File: config.mk
export PLATFORM = sky130hd
export DESIGN_NAME = shelf_rectangle_allocator_top
export DESIGN_NICKNAME = d
export VERILOG_FILES = /design/src/sv/sra_pkg.sv /design/src/sv/sra_alu.sv /design/src/sv/sra_core.sv /design/src/sv/shelf_rectangle_allocator_top.sv
export VERILOG_INCLUDE_DIRS = /design/src /design/src/sv
export SDC_FILE = /design/constraint.sdc
export NUM_CORES = 1
export LEC_CHECK = 0
export BUFFER_PORTS_ARGS = -buffer_cell sky130_fd_sc_hd__buf_4
export CAP_MARGIN = 10
export CORE_ASPECT_RATIO = 1.4
export CORE_UTILIZATION = 30
export DETAILED_ROUTE_END_ITERATION = 10
export GPL_TIMING_DRIVEN = 0
export PLACE_DENSITY = 0.56
export SLEW_MARGIN = 30
export SYNTH_ARGS = -nofsm -noshare
export SYNTH_HDL_FRONTEND = slang
export SYNTH_SLANG_ARGS = --single-unit
File: constraint.sdc
create_clock -name clk -period 9.15 [get_ports clk]
set_input_delay 1.3725 -clock clk [delete_from_list [all_inputs] [get_ports clk]]
set_output_delay 1.3725 -clock clk [all_outputs]
set_load 0.01 [all_outputs]
File: src/sv/shelf_rectangle_allocator_top_macros.svh
// assertion shorthands used by the allocator core
`ifndef SHELF_RECTANGLE_ALLOCATOR_TOP_MACROS_SVH
`define SHELF_RECTANGLE_ALLOCATOR_TOP_MACROS_SVH

// same-cycle implication
`define SRA_ASSERT_IMP(name, clk, rst_n, ante, cons, msg) \
	name: assert property (@(posedge clk) disable iff (!rst_n) (ante) |-> (cons)) \
		else $error(msg);

// next-cycle implication
`define SRA_ASSERT_NXT(name, clk, rst_n, ante, cons, msg) \
	name: assert property (@(posedge clk) disable iff (!rst_n) (ante) |=> (cons)) \
		else $error(msg);

`endif

File: src/sv/sra_pkg.sv
package sra_pkg;

	localparam int ALU_W  = 17;
	localparam int NEED_W = 15;

	localparam logic [13:0] INITIAL_EDGE_RST = 14'd256;
	localparam logic [13:0] MAX_EDGE_RST     = 14'd4096;
	localparam logic [7:0]  PAD_RST          = 8'd1;

	typedef enum logic {
		CMD_RESERVE = 1'b0,
		CMD_CLEAR   = 1'b1
	} cmd_t;

	typedef enum logic [1:0] {
		CFG_INITIAL_EDGE = 2'd0,
		CFG_MAX_EDGE     = 2'd1,
		CFG_PAD          = 2'd2
	} cfg_idx_t;

	typedef struct packed {
		cmd_t        cmd;
		logic [13:0] rect_w;
		logic [13:0] rect_h;
	} in_item_t;

	typedef struct packed {
		logic        ok;
		logic [13:0] pos_x;
		logic [13:0] pos_y;
		logic [13:0] atlas_w;
		logic [13:0] atlas_h;
		logic        grew;
	} out_item_t;

	typedef struct packed {
		logic [13:0] initial_edge;
		logic [13:0] max_edge;
		logic [7:0]  pad;
	} cfg_t;

	typedef struct packed {
		logic [ALU_W-1:0] a;
		logic [ALU_W-1:0] b;
		logic [ALU_W-1:0] c;
		logic [ALU_W-1:0] d;
	} alu_req_t;

	typedef struct packed {
		logic [ALU_W-1:0] sum;
		logic             gt;
	} alu_rsp_t;

endpackage

File: src/sv/sra_alu.sv
module sra_alu
	import sra_pkg::*;
(
	input  alu_req_t op,
	output alu_rsp_t res
);

	always_comb begin
		res.sum = op.a + op.b + op.c;
		res.gt  = res.sum > op.d;
	end

endmodule

File: src/sv/sra_core.sv
`include "shelf_rectangle_allocator_top_macros.svh"

module sra_core
	import sra_pkg::*;
#(
	parameter int EDGE_LIMIT = 8192
) (
	input  logic      clk,
	input  logic      arst_n,
	input  cfg_t      cfg,
	input  logic      req_valid,
	output logic      req_stall,
	input  in_item_t  req,
	input  logic      rsp_free,
	output logic      rsp_load,
	output out_item_t rsp_item
);

	localparam int EW = $clog2(EDGE_LIMIT + 1);
	localparam int MW = (EW + 1 > NEED_W) ? EW + 1 : NEED_W;
	localparam int RST_EDGE = (int'(INITIAL_EDGE_RST) > EDGE_LIMIT) ?
		EDGE_LIMIT : int'(INITIAL_EDGE_RST);

	typedef enum logic [7:0] {
		ST_IDLE     = 8'b0000_0001,
		ST_FIT_W    = 8'b0000_0010,
		ST_FIT_H    = 8'b0000_0100,
		ST_WRAP_CHK = 8'b0000_1000,
		ST_WRAP     = 8'b0001_0000,
		ST_ROW_CHK  = 8'b0010_0000,
		ST_PLACE    = 8'b0100_0000,
		ST_GROW     = 8'b1000_0000
	} state_t;

	state_t state_q;
	logic   done_q;

	logic [EW-1:0] cur_w_q, cur_h_q, w0_q, h0_q;
	logic [15:0]   col_q, row_q, px_q, py_q;
	logic [13:0]   shelf_q, w_q, h_q;
	logic [NEED_W-1:0] need_w_q;
	logic          gt_w_q;
	logic [MW-1:0] min_w_q, min_h_q, nw_q, nh_q;
	logic          ok_q, grew_en_q;

	alu_req_t alu_op;
	alu_rsp_t alu_res;

	logic [EW-1:0] eff_init, lim;
	logic [MW-1:0] lim_m, cur_w2, cur_h2, base_w, base_h, need_h;
	logic          accept, grow_w, grow_h, grow_done, grow_fail;

	sra_alu u_alu (
		.op  (alu_op),
		.res (alu_res)
	);

	always_comb begin
		if (cfg.initial_edge == '0) begin
			eff_init = EW'(1);
		end else if (ALU_W'(cfg.initial_edge) > ALU_W'(EDGE_LIMIT)) begin
			eff_init = EW'(EDGE_LIMIT);
		end else begin
			eff_init = EW'(cfg.initial_edge);
		end
		if (ALU_W'(cfg.max_edge) > ALU_W'(EDGE_LIMIT)) begin
			lim = EW'(EDGE_LIMIT);
		end else begin
			lim = EW'(cfg.max_edge);
		end
	end

	always_comb begin
		lim_m     = MW'(lim);
		cur_w2    = MW'({cur_w_q, 1'b0});
		cur_h2    = MW'({cur_h_q, 1'b0});
		base_w    = (cur_w_q == '0) ? MW'(1) : MW'(cur_w_q);
		base_h    = (cur_h_q == '0) ? MW'(1) : MW'(cur_h_q);
		need_h    = MW'(alu_res.sum);
		grow_w    = (nw_q < min_w_q) && (nw_q < lim_m);
		grow_h    = (nh_q < min_h_q) && (nh_q < lim_m);
		grow_done = !grow_w && !grow_h;
		grow_fail = (nw_q == MW'(cur_w_q) && nh_q == MW'(cur_h_q)) ||
			nw_q > lim_m || nh_q > lim_m;
	end

	// operand routing into the shared adder and comparator
	always_comb begin
		alu_op = '0;
		case (state_q)
			ST_FIT_W: begin
				alu_op.a = ALU_W'(w_q);
				alu_op.b = ALU_W'(cfg.pad);
				alu_op.c = ALU_W'(cfg.pad);
				alu_op.d = ALU_W'(cur_w_q);
			end
			ST_FIT_H: begin
				alu_op.a = ALU_W'(h_q);
				alu_op.b = ALU_W'(cfg.pad);
				alu_op.c = ALU_W'(cfg.pad);
				alu_op.d = ALU_W'(cur_h_q);
			end
			ST_WRAP_CHK: begin
				alu_op.a = ALU_W'(col_q);
				alu_op.b = ALU_W'(w_q);
				alu_op.c = ALU_W'(cfg.pad);
				alu_op.d = ALU_W'(cur_w_q);
			end
			ST_WRAP: begin
				alu_op.a = ALU_W'(row_q);
				alu_op.b = ALU_W'(shelf_q);
				alu_op.c = ALU_W'(cfg.pad);
			end
			ST_ROW_CHK: begin
				alu_op.a = ALU_W'(row_q);
				alu_op.b = ALU_W'(h_q);
				alu_op.c = ALU_W'(cfg.pad);
				alu_op.d = ALU_W'(cur_h_q);
			end
			ST_PLACE: begin
				alu_op.a = ALU_W'(col_q);
				alu_op.b = ALU_W'(w_q);
				alu_op.c = ALU_W'(cfg.pad);
			end
			default: begin
				alu_op = '0;
			end
		endcase
	end

	assign req_stall = (state_q != ST_IDLE) || done_q;
	assign accept    = req_valid && !req_stall;
	assign rsp_load  = done_q && rsp_free;

	always_comb begin
		rsp_item.ok      = ok_q;
		rsp_item.pos_x   = 14'(px_q);
		rsp_item.pos_y   = 14'(py_q);
		rsp_item.atlas_w = 14'(cur_w_q);
		rsp_item.atlas_h = 14'(cur_h_q);
		rsp_item.grew    = grew_en_q && (cur_w_q != w0_q || cur_h_q != h0_q);
	end

	always_ff @(posedge clk or negedge arst_n) begin
		if (!arst_n) begin
			state_q   <= ST_IDLE;
			done_q    <= 1'b0;
			cur_w_q   <= EW'(RST_EDGE);
			cur_h_q   <= EW'(RST_EDGE);
			col_q     <= 16'(PAD_RST);
			row_q     <= 16'(PAD_RST);
			shelf_q   <= '0;
			ok_q      <= 1'b1;
			grew_en_q <= 1'b0;
			px_q      <= '0;
			py_q      <= '0;
			min_w_q   <= '0;
			min_h_q   <= '0;
			nw_q      <= '0;
			nh_q      <= '0;
		end else begin
			if (rsp_load) begin
				done_q <= 1'b0;
			end
			case (state_q)
				ST_IDLE: begin
					if (accept) begin
						ok_q      <= 1'b1;
						px_q      <= '0;
						py_q      <= '0;
						grew_en_q <= 1'b0;
						if (req.cmd == CMD_CLEAR) begin
							cur_w_q <= eff_init;
							cur_h_q <= eff_init;
							col_q   <= 16'(cfg.pad);
							row_q   <= 16'(cfg.pad);
							shelf_q <= '0;
							done_q  <= 1'b1;
						end else if (req.rect_w == '0 || req.rect_h == '0) begin
							done_q <= 1'b1;
						end else begin
							grew_en_q <= 1'b1;
							if (col_q < 16'(cfg.pad)) begin
								col_q <= 16'(cfg.pad);
							end
							if (row_q < 16'(cfg.pad)) begin
								row_q <= 16'(cfg.pad);
							end
							state_q <= ST_FIT_W;
						end
					end
				end
				ST_FIT_W: begin
					state_q <= ST_FIT_H;
				end
				ST_FIT_H: begin
					if (gt_w_q || alu_res.gt) begin
						min_w_q <= (cur_w2 > MW'(need_w_q)) ? cur_w2 : MW'(need_w_q);
						min_h_q <= (cur_h2 > need_h) ? cur_h2 : need_h;
						nw_q    <= base_w;
						nh_q    <= base_h;
						state_q <= ST_GROW;
					end else begin
						state_q <= ST_WRAP_CHK;
					end
				end
				ST_WRAP_CHK: begin
					state_q <= alu_res.gt ? ST_WRAP : ST_ROW_CHK;
				end
				ST_WRAP: begin
					col_q   <= 16'(cfg.pad);
					row_q   <= alu_res.sum[15:0];
					shelf_q <= '0;
					state_q <= ST_ROW_CHK;
				end
				ST_ROW_CHK: begin
					if (alu_res.gt) begin
						min_w_q <= MW'(cur_w_q);
						min_h_q <= cur_h2;
						nw_q    <= base_w;
						nh_q    <= base_h;
						state_q <= ST_GROW;
					end else begin
						state_q <= ST_PLACE;
					end
				end
				ST_PLACE: begin
					px_q    <= col_q;
					py_q    <= row_q;
					col_q   <= alu_res.sum[15:0];
					if (h_q > shelf_q) begin
						shelf_q <= h_q;
					end
					done_q  <= 1'b1;
					state_q <= ST_IDLE;
				end
				ST_GROW: begin
					if (grow_w) begin
						nw_q <= nw_q << 1;
					end
					if (grow_h) begin
						nh_q <= nh_q << 1;
					end
					if (grow_done) begin
						if (grow_fail) begin
							ok_q    <= 1'b0;
							done_q  <= 1'b1;
							state_q <= ST_IDLE;
						end else begin
							cur_w_q <= EW'(nw_q);
							cur_h_q <= EW'(nh_q);
							state_q <= ST_FIT_W;
						end
					end
				end
				default: begin
					state_q <= ST_IDLE;
				end
			endcase
		end
	end

	// item payload and per-request snapshots
	always_ff @(posedge clk) begin
		if (accept) begin
			w_q  <= req.rect_w;
			h_q  <= req.rect_h;
			w0_q <= cur_w_q;
			h0_q <= cur_h_q;
		end
		if (state_q == ST_FIT_W) begin
			need_w_q <= NEED_W'(alu_res.sum);
			gt_w_q   <= alu_res.gt;
		end
	end

	`SRA_ASSERT_IMP(a_edge_lim, clk, arst_n, 1'b1,
		cur_w_q <= EW'(EDGE_LIMIT) && cur_h_q <= EW'(EDGE_LIMIT), "atlas edge over limit")
	`SRA_ASSERT_NXT(a_grow_mono, clk, arst_n, state_q == ST_GROW,
		cur_w_q >= $past(cur_w_q) && cur_h_q >= $past(cur_h_q), "atlas shrank while growing")
	`SRA_ASSERT_NXT(a_fail_pos, clk, arst_n, state_q == ST_GROW && grow_done && grow_fail,
		!ok_q && px_q == '0 && py_q == '0 && done_q, "failed request not reported at origin")
	`SRA_ASSERT_IMP(a_place_fit, clk, arst_n, state_q == ST_PLACE,
		ALU_W'(row_q) + ALU_W'(h_q) <= ALU_W'(cur_h_q), "placement below atlas bottom")

endmodule

File: src/sv/shelf_rectangle_allocator_top.sv
// channel  | signals                                  | direction
// req      | req_valid, req_stall, req                | in, stall out
// rsp      | rsp_valid, rsp_stall, rsp                | out, stall in
// cfg      | cfg_valid, cfg_ready, cfg_index, cfg_data | in, ready out
//
// clear and zero-size requests set done_q at transfer, then load the result register once it is free
// placement: FIT_W, FIT_H, WRAP_CHK, WRAP on shelf wrap, ROW_CHK, PLACE; shared adder/compare
// each growth round doubles the short axes in ST_GROW, then retries the fit or reports failure
// arst_n resets the sequencer, atlas size, shelf cursor and config registers
// one result register; the next request transfers while a result waits on rsp_stall
module shelf_rectangle_allocator_top
	import sra_pkg::*;
#(
	parameter int EDGE_LIMIT = 8192
) (
	input  logic        clk,
	input  logic        arst_n,
	input  logic        req_valid,
	output logic        req_stall,
	input  in_item_t    req,
	output logic        rsp_valid,
	input  logic        rsp_stall,
	output out_item_t   rsp,
	input  logic        cfg_valid,
	output logic        cfg_ready,
	input  logic [1:0]  cfg_index,
	input  logic [13:0] cfg_data
);

	cfg_t      cfg_q;
	logic      rsp_valid_q;
	out_item_t rsp_q;
	logic      rsp_free, rsp_load;
	out_item_t rsp_item;

	assign cfg_ready = 1'b1;

	always_ff @(posedge clk or negedge arst_n) begin
		if (!arst_n) begin
			cfg_q.initial_edge <= INITIAL_EDGE_RST;
			cfg_q.max_edge     <= MAX_EDGE_RST;
			cfg_q.pad          <= PAD_RST;
		end else if (cfg_valid && cfg_ready) begin
			case (cfg_index)
				CFG_INITIAL_EDGE: cfg_q.initial_edge <= cfg_data;
				CFG_MAX_EDGE:     cfg_q.max_edge     <= cfg_data;
				CFG_PAD:          cfg_q.pad          <= cfg_data[7:0];
				default: begin
				end
			endcase
		end
	end

	sra_core #(
		.EDGE_LIMIT (EDGE_LIMIT)
	) u_core (
		.clk       (clk),
		.arst_n    (arst_n),
		.cfg       (cfg_q),
		.req_valid (req_valid),
		.req_stall (req_stall),
		.req       (req),
		.rsp_free  (rsp_free),
		.rsp_load  (rsp_load),
		.rsp_item  (rsp_item)
	);

	assign rsp_free = !rsp_valid_q || !rsp_stall;

	always_ff @(posedge clk or negedge arst_n) begin
		if (!arst_n) begin
			rsp_valid_q <= 1'b0;
		end else if (rsp_load) begin
			rsp_valid_q <= 1'b1;
		end else if (!rsp_stall) begin
			rsp_valid_q <= 1'b0;
		end
	end

	always_ff @(posedge clk) begin
		if (rsp_load) begin
			rsp_q <= rsp_item;
		end
	end

	assign rsp_valid = rsp_valid_q;
	assign rsp       = rsp_q;

endmodule

==> out/metrics.cfg, run 1 <==
[route]
drcViolationCount=0
avgRoutedWirePerCell_microns=23.6
wirelength_mm=65.3
drt_iter0_markers=983
dr.pass1.iters=7
avgViaCountPerCell=5.20
vias=14400
ant_nets=0

[setup_path]
slowest_delay_ns=0.60
arrival_ns=8.98
worstPathRequired_ns=9.60
end_kind=flip-flop
crit_path_top_delay_cell=xnor2_1
critical-path-top-cell-by-count=inv_1
crit_type=reg -> reg
cp-start-kind=flip-flop
critical_path.max_fanout=10

[floorplanning]
ios=111
fp-row-count=108
fp.dieH_microns=300
die_area_sq_mm=0.0644
fp.dieW_microns=215
floorplan.initialDensity_pct=30.5
core_sq_mm=0.0623

[sta]
finalHoldViolCount=0
max_freq_ghz=0.117
setup_viol=0
fin_skew_ns=0.0161
fin_tns_setup_ns=0
layout_worst_path_cycle_share_pct=93.3
slew_headroom_pct=30.7
grt_setup_unrepaired=false
period_minus_slack_ns=8.53
setup_slack_ns=0.616
max_slew.worst_pin.slew_ns=1.04
drv_slew=0

[synthesis]
synthMostInstantiatedCell=nand2_1
ys_top_cells_by_count=259 x nand2_1, 201 x dfrtp_1, 141 x ha_1
synth_edf_count=130
yosys_register_bits=340
netlist_area_sq_mm=0.0190
ys_seq_area_share_pct=48.2
synth_area_leaders=dfrtp_1 26%, edfxtp_1 21%, ha_1 9.3%
yosysTopAreaCell=dfrtp_1
syn_inst=1761
syn_nets=1961
netlist.area_leader.share_pct=26.4
avgSynthCellArea_sq_um=10.8
synth_ff_type=dfrtp_1
yosys_warnings=0
ys_types=84
async_flop_share_pct=61.8

[clock_tree]
post_cts_buffers=0
clk_pin_slew_ns=0.06
cts_buffers=38
ctsRootBufferMaster=clkbuf_16
clock_latency_ns=0.58
postCtsHoldBufs=0
htree_levels=2
cts_buffer_depth=3
clock_sinks=340
cts_resized=0
cts_tree=yes

[global_routing]
grt_pass1_wl_mm=96.8
antenna_found_initial=0
gr-total-overflow=0
grt_max_degree=86
globalRouteTotalUtil_pct=20.2
grt_pass1_vias=15100

[placed_design]
dpl_worst_slack_ns=0.814
port_buffers=109
dpl.hpwl_mm=51.4
gp_congestion=0.972

[final_layout]
fillers=6179
final_util_pct=35.7
fin_nets=2117
syn_to_final_growth_pct=17.1
diodes=0
drive_above_1_share_pct=16.5

[power]
powerDensity_mw_per_mm2=303
p_clk_share_pct=22.5
seqPwrFrac_pct=36.8
combPwrFrac_pct=40.7
p_int_mw=3.97
total_power_mw=6.75
leakage_nw=9.79
swShare_pct=41.2
power.switching_mw=2.78
max-vdd-ir-drop_uv=160

[run_status]
status=finished, final reports clean

[run]
cap_violations=0

[hold_path]
hp-class=reg -> reg

## final timing paths
check	slack (ns)	cells after the start	startpoint	to
max	0.62	30	u_core.state_q[7]$_DFFE_PN0P_	u_core.min_h_q[2]$_DFFE_PN0P_
max in group asynchronous	7.16	3	arst_n	u_core.ok_q$_DFFE_PN1P_
min	0.44	0	u_core.py_q[11]$_DFFE_PN0P_	rsp[40]$_DFFE_PP_
min reg2reg	0.44	0	u_core.py_q[11]$_DFFE_PN0P_	rsp[40]$_DFFE_PP_
min in group asynchronous	0.71	1	arst_n	cfg_q[15]$_DFFE_PN0P_
max reg2reg	0.62	30	u_core.state_q[7]$_DFFE_PN0P_	u_core.min_h_q[2]$_DFFE_PN0P_
## flip-flops by register name, summed over array words and instances (netlist names), 15 cells and up
signal           cells
cfg_q               36
rsp                 58
u_core.col_q        16
u_core.min_h_q      15
u_core.min_w_q      15
u_core.need_w_q     15
u_core.nh_q         15
u_core.nw_q         15
u_core.row_q        16
## cell type report
class	instances	area (sq um)	area share, %
Clock inverter	20	173	0.775
Buffer	92	449	2.02
Sequential cell	340	9170	41.2
Inverter	115	432	1.94
Clock buffer	49	1020	4.60
Multi-Input combinational cell	1214	9020	40.5
Timing Repair Buffer	116	973	4.37
Tap cell	825	1030	4.64
## critical path, delay by kind of cell (launching register included)
kind	cells	cell delay (ns)
adder cells (fa/ha/maj)	4	1.35
XOR/XNOR	1	0.60
flip-flops	1	0.46
multiplexers	2	0.36
buffers and inverters	7	1.83
AND/OR/NAND/NOR	9	2.63
AO/OA/AOI/OAI	7	1.12
## power by group through the flow
stage               Combinational [mW]  Sequential [mW]  Clock [mW]
detailed placement                2.72             2.52           0
global route                      2.98             2.52        1.60
CTS                               2.74             2.50        1.56
global placement                  2.65             2.54           0
floorplan                         1.80             2.30           0
finish                            2.75             2.49        1.52
## metrics by stage
| stage | hold WS, ns | instances | instance area [sq um] |
|---|---|---|---|
| 2_1_floorplan | 0.409 | 1761 | 19000 |
| 3_5_place_dp | 0.429 | 2702 | 21100 |
| 5_1_grt | 0.448 | 2771 | 22300 |
| 3_3_place_gp | 0.428 | 2695 | 20900 |
| 4_1_cts | 0.444 | 2771 | 22300 |
| 6_report | 0.445 | 2771 | 22300 |
## per-layer routing
layer	vias to the layer above	part of all wire (%)	track usage, %
met2	433	53	37.8
met1	7178	37	21.4
met3	151	4.0	2.59
met5	-	0	0
li1	6635	-	-
met4	0	6.3	12.7
## cell usage in the layout (no fill, tap or decap), types with 8 or more instances in the layout
cell and n:
clkbuf_16 39, nand2_1 259, nand2b_1 14, nand4_1 27
ha_1 141, o211ai_1 8, mux2_4 25, dfrtp_1 201
nor3_1 21, a21oi_1 57, buf_4 113, nand3_1 25
o21a_1 9, mux2_2 68, xnor2_1 25, nor2_1 55
dfstp_2 9, clkbuf_1 75, a21boi_0 8, edfxtp_1 130
a22o_1 22, xor2_1 46, inv_1 115, nor4_1 28
a21o_1 38, mux2i_1 59, nor2b_1 13, o22a_1 13
fa_1 9, a211oi_1 9, a22oi_1 26, a222oi_1 14
o21ai_0 100
## kinds of logic (layout without fill, tap and decap cells)
logic type / count (synthesis) / in the layout / synth area share [%]
AO/OA/AOI/OAI: 350 / 350 / 12.5
adder cells (fa/ha/maj): 151 / 151 / 10.3
other: 1 / 1 / 0.0197
buffers and inverters: 207 / 392 / 4.60
flip-flops: 340 / 340 / 48.2
multiplexers: 152 / 152 / 9.10
AND/OR/NAND/NOR: 489 / 489 / 12.0
XOR/XNOR: 71 / 71 / 3.27
Note: power is estimated with default switching activity, not from simulation.
==> inputs of run 2 (changes only) <==
--- a/config.mk
+++ b/config.mk
@@ -16,4 +16,5 @@
 export SLEW_MARGIN = 30
 export SYNTH_ARGS = -nofsm -noshare
 export SYNTH_HDL_FRONTEND = slang
+export SYNTH_HIERARCHICAL = 1
 export SYNTH_SLANG_ARGS = --single-unit
==> run 2 against run 1 <==
Worst hold slack better by 0.0067 ns. Clock-buffer cell count increased by 9. Power is 4.0% lower. Final cell count up 2.3%. Synthesized cell count rose by 2.3%. Cell area is 1.9% higher. Via count increased by 3.5%. Routed wire length increased by 3.5%. Critical path depth stayed put. Clock power up 7%. Global-route usage is 0.64 points higher. Non-clock buffer count is 2 lower. Critical endpoint is now u_core/nw_q[7]$_DFFE_PN0P_. Largest cell class is now multi-input gates.
==> out/metrics.cfg, run 2 <==
[clock_tree]
cts_buffers=38  ; unchanged
clock_latency_ns=0.58  ; about the same
cts_tree=yes
cts_resized=0  ; unchanged
postCtsHoldBufs=0  ; unchanged
clk_pin_slew_ns=0.06  ; about the same
htree_levels=2  ; unchanged
post_cts_buffers=0  ; unchanged
cts_buffer_depth=3  ; unchanged
clock_sinks=340  ; unchanged
ctsRootBufferMaster=clkbuf_16

[synthesis]
synth_area_leaders=dfrtp_1 26%, edfxtp_1 20%, ha_1 9.4%
synth_edf_count=130  ; unchanged
synth_ff_type=dfrtp_1
yosys_register_bits=340  ; unchanged
async_flop_share_pct=61.8  ; unchanged
yosysTopAreaCell=dfrtp_1
yosys_warnings=6  ; +6
ys_types=82  ; -2.4%
ys_seq_area_share_pct=47.7  ; -0.47 points
ys_top_cells_by_count=260 x nand2_1, 201 x dfrtp_1, 144 x ha_1
avgSynthCellArea_sq_um=10.7  ; -1.3%
netlist.area_leader.share_pct=26.2  ; -0.26 points
netlist_area_sq_mm=0.0192  ; +0.99%
syn_inst=1802  ; +2.3%
synthMostInstantiatedCell=nand2_1

[global_routing]
grt_pass1_vias=15600  ; +3.3%
gr-total-overflow=0  ; unchanged
globalRouteTotalUtil_pct=20.9  ; +0.64 points
grt_max_degree=75  ; -13%
antenna_found_initial=0  ; unchanged
grt_pass1_wl_mm=99.9  ; +3.3%

[route]
ant_nets=0  ; unchanged
drt_iter0_markers=976  ; -0.71%
dr.pass1.iters=8  ; +1
avgRoutedWirePerCell_microns=23.8  ; +1.1%
avgViaCountPerCell=5.26  ; +1.2%
drcViolationCount=0  ; unchanged
wirelength_mm=67.6  ; +3.5%
vias=14900  ; +3.5%

[final_layout]
final_util_pct=35.9  ; +0.12 points
final_common_cell=nand2_1
most-common-layout-cells=260 x nand2_1, 201 x dfrtp_1, 144 x ha_1, 130 x edfxtp_1, 128 x inv_1
drive_above_1_share_pct=15.8  ; -0.77 points
instances_no_fill=2835  ; +2.3%
fin_nets=2184  ; +3.2%
fillers=6362  ; +3.0%
syn_to_final_growth_pct=18.1
diodes=0  ; unchanged
largest_reg_flops=58  ; unchanged

[setup_path]
crit_type=reg -> reg
cp-start-kind=flip-flop
crit_path_top_delay_cell=a21oi_1
rr_endpoint=u_core/nw_q[7]$_DFFE_PN0P_
crit_end=u_core/nw_q[7]$_DFFE_PN0P_
ff2ff_path_depth=30  ; unchanged
slowest_delay_ns=0.63  ; +0.03 ns
crit_start=u_core/state_q[6]$_DFFE_PN0P_
reg2reg_slack_ns=0.53  ; -0.09 ns
arrival_ns=9.03  ; +0.05 ns
reg2reg_from=u_core/state_q[6]$_DFFE_PN0P_
worstPathRequired_ns=9.56  ; -0.04 ns
end_kind=flip-flop
critical-path-top-cell-by-count=inv_1
critical_path.max_fanout=10  ; unchanged

[run_status]
status=finished, final reports clean

[sta]
setup_viol=0  ; unchanged
max_slew.worst_pin.slew_ns=0.893  ; -0.145 ns
fin_skew_ns=0.0286  ; +0.0125 ns
period_minus_slack_ns=8.62  ; +0.0891 ns
layout_worst_path_cycle_share_pct=94.2  ; +0.97 points
max_freq_ghz=0.116  ; -1.0%
finalHoldViolCount=0  ; unchanged
slew_headroom_pct=40.2  ; +9.5 points
setup_slack_ns=0.527  ; -0.0891 ns
fin_tns_setup_ns=0  ; unchanged
drv_slew=0  ; unchanged
grt_setup_unrepaired=false

[power]
total_power_mw=6.48  ; -4.0%
powerDensity_mw_per_mm2=285  ; -5.8%
max-vdd-ir-drop_uv=151  ; -5.5%
leakage_nw=10.2  ; +4.3%

[hold_path]
hp-class=reg -> reg
hold_path_depth=0  ; unchanged

[floorplanning]
die_area_sq_mm=0.0651  ; +0.99%
fp.dieW_microns=216  ; +0.49%
ios=111  ; unchanged
core_sq_mm=0.0633  ; +1.6%
fp-row-count=109  ; +0.93%
fp.dieH_microns=301  ; +0.49%
floorplan.initialDensity_pct=30.4  ; -0.18 points

[placed_design]
place_inst=2765  ; +2.3%
dpl.hpwl_mm=52.2  ; +1.6%
dpl_worst_slack_ns=0.748  ; -0.0656 ns
gp_congestion=0.960  ; -1.2%
port_buffers=109  ; unchanged

[run]
cap_violations=0  ; unchanged

## run 2: cell count changes in the layout (fill, tap and decap cells not counted), moves of 8 or more
| cell | previous run | this run |
|---|---|---|
| conb_1 | 1 | 17 |
| o22a_1 | 13 | 1 |
| nand3_1 | 25 | 45 |
| buf_2 | 7 | 18 |
| fa_1 | 9 | 17 |
| mux2_2 | 68 | 59 |
| inv_1 | 115 | 128 |
| a21oi_1 | 57 | 92 |
| a22o_1 | 22 | 35 |
| a221o_1 | 0 | 13 |
| xor2_1 | 46 | 35 |
## run 2: layout make-up
type	instances	area [sq um]	area share (%)
Clock buffer	58	1110	4.88
Sequential cell	340	9170	40.4
Tap cell	832	1040	4.59
Clock inverter	12	195	0.860
Inverter	128	480	2.12
Buffer	90	434	1.91
Timing Repair Buffer	116	975	4.29
Multi-Input combinational cell	1259	9290	40.9
## run 2: power breakdown
part	switching (mW)	internal, mW	leakage, nW
registers	0.408	1.99	3.96
clock network	0.659	0.958	0.632
logic	1.48	0.978	5.61
total	2.55	3.93	10.2
## run 2: worst max-delay path, delay by kind of cell (launching register included)
kind	cells	cell delay, ns
AND/OR/NAND/NOR	10	2.29
AO/OA/AOI/OAI	9	2.96
buffers and inverters	7	1.43
adder cells (fa/ha/maj)	4	1.40
flip-flops	1	0.35
## run 2: worst min-delay path by stage
| stage | endpoint | startpoint | slack (ns) |
|---|---|---|---|
| after global placement | rsp[49]$_DFFE_PP_ | u_core/px_q[6]$_DFFE_PN0P_ | 0.44 |
| after floorplan | rsp[29]$_DFFE_PP_ | u_core/py_q[0]$_DFFE_PN0P_ | 0.42 |
| after CTS | rsp[43]$_DFFE_PP_ | u_core/px_q[0]$_DFFE_PN0P_ | 0.45 |
| final | rsp[44]$_DFFE_PP_ | u_core/px_q[1]$_DFFE_PN0P_ | 0.45 |
| after global routing | rsp[44]$_DFFE_PP_ | u_core/px_q[1]$_DFFE_PN0P_ | 0.46 |
| after detailed placement | rsp[30]$_DFFE_PP_ | u_core/py_q[1]$_DFFE_PN0P_ | 0.44 |
## run 2: cell families (layout without fill, tap and decap cells)
| group | Yosys count | after routing | synth area share [%] |
|---|---|---|---|
| and+or+nand+nor | 502 | 502 | 12.4 |
| adders and majority gates | 161 | 161 | 11.1 |
| xor gates and xnor gates | 71 | 71 | 3.24 |
| AOI/OAI and AO/OA | 379 | 379 | 13.1 |
| muxes | 129 | 129 | 7.57 |
| DFF | 340 | 340 | 47.7 |
| buffers and inverters | 218 | 404 | 4.76 |
| other | 2 | 17 | 0.0391 |
## run 2: through the flow
step           cell area [sq um]  hold slack (ns)
2_1_floorplan              19300            0.425
3_3_place_gp               21100            0.437
3_5_place_dp               21400            0.437
4_1_cts                    22700            0.455
5_1_grt                    22700            0.464
6_report                   22700            0.451
## run 2: routing by layer
layer	global-route usage [%]	wire length [microns]	up-vias
met3	2.71	3400	209
met4	14.5	5300	0
li1	-	-	6795
met2	37.8	34200	594
met1	22.5	24700	7309
met5	0	0	-
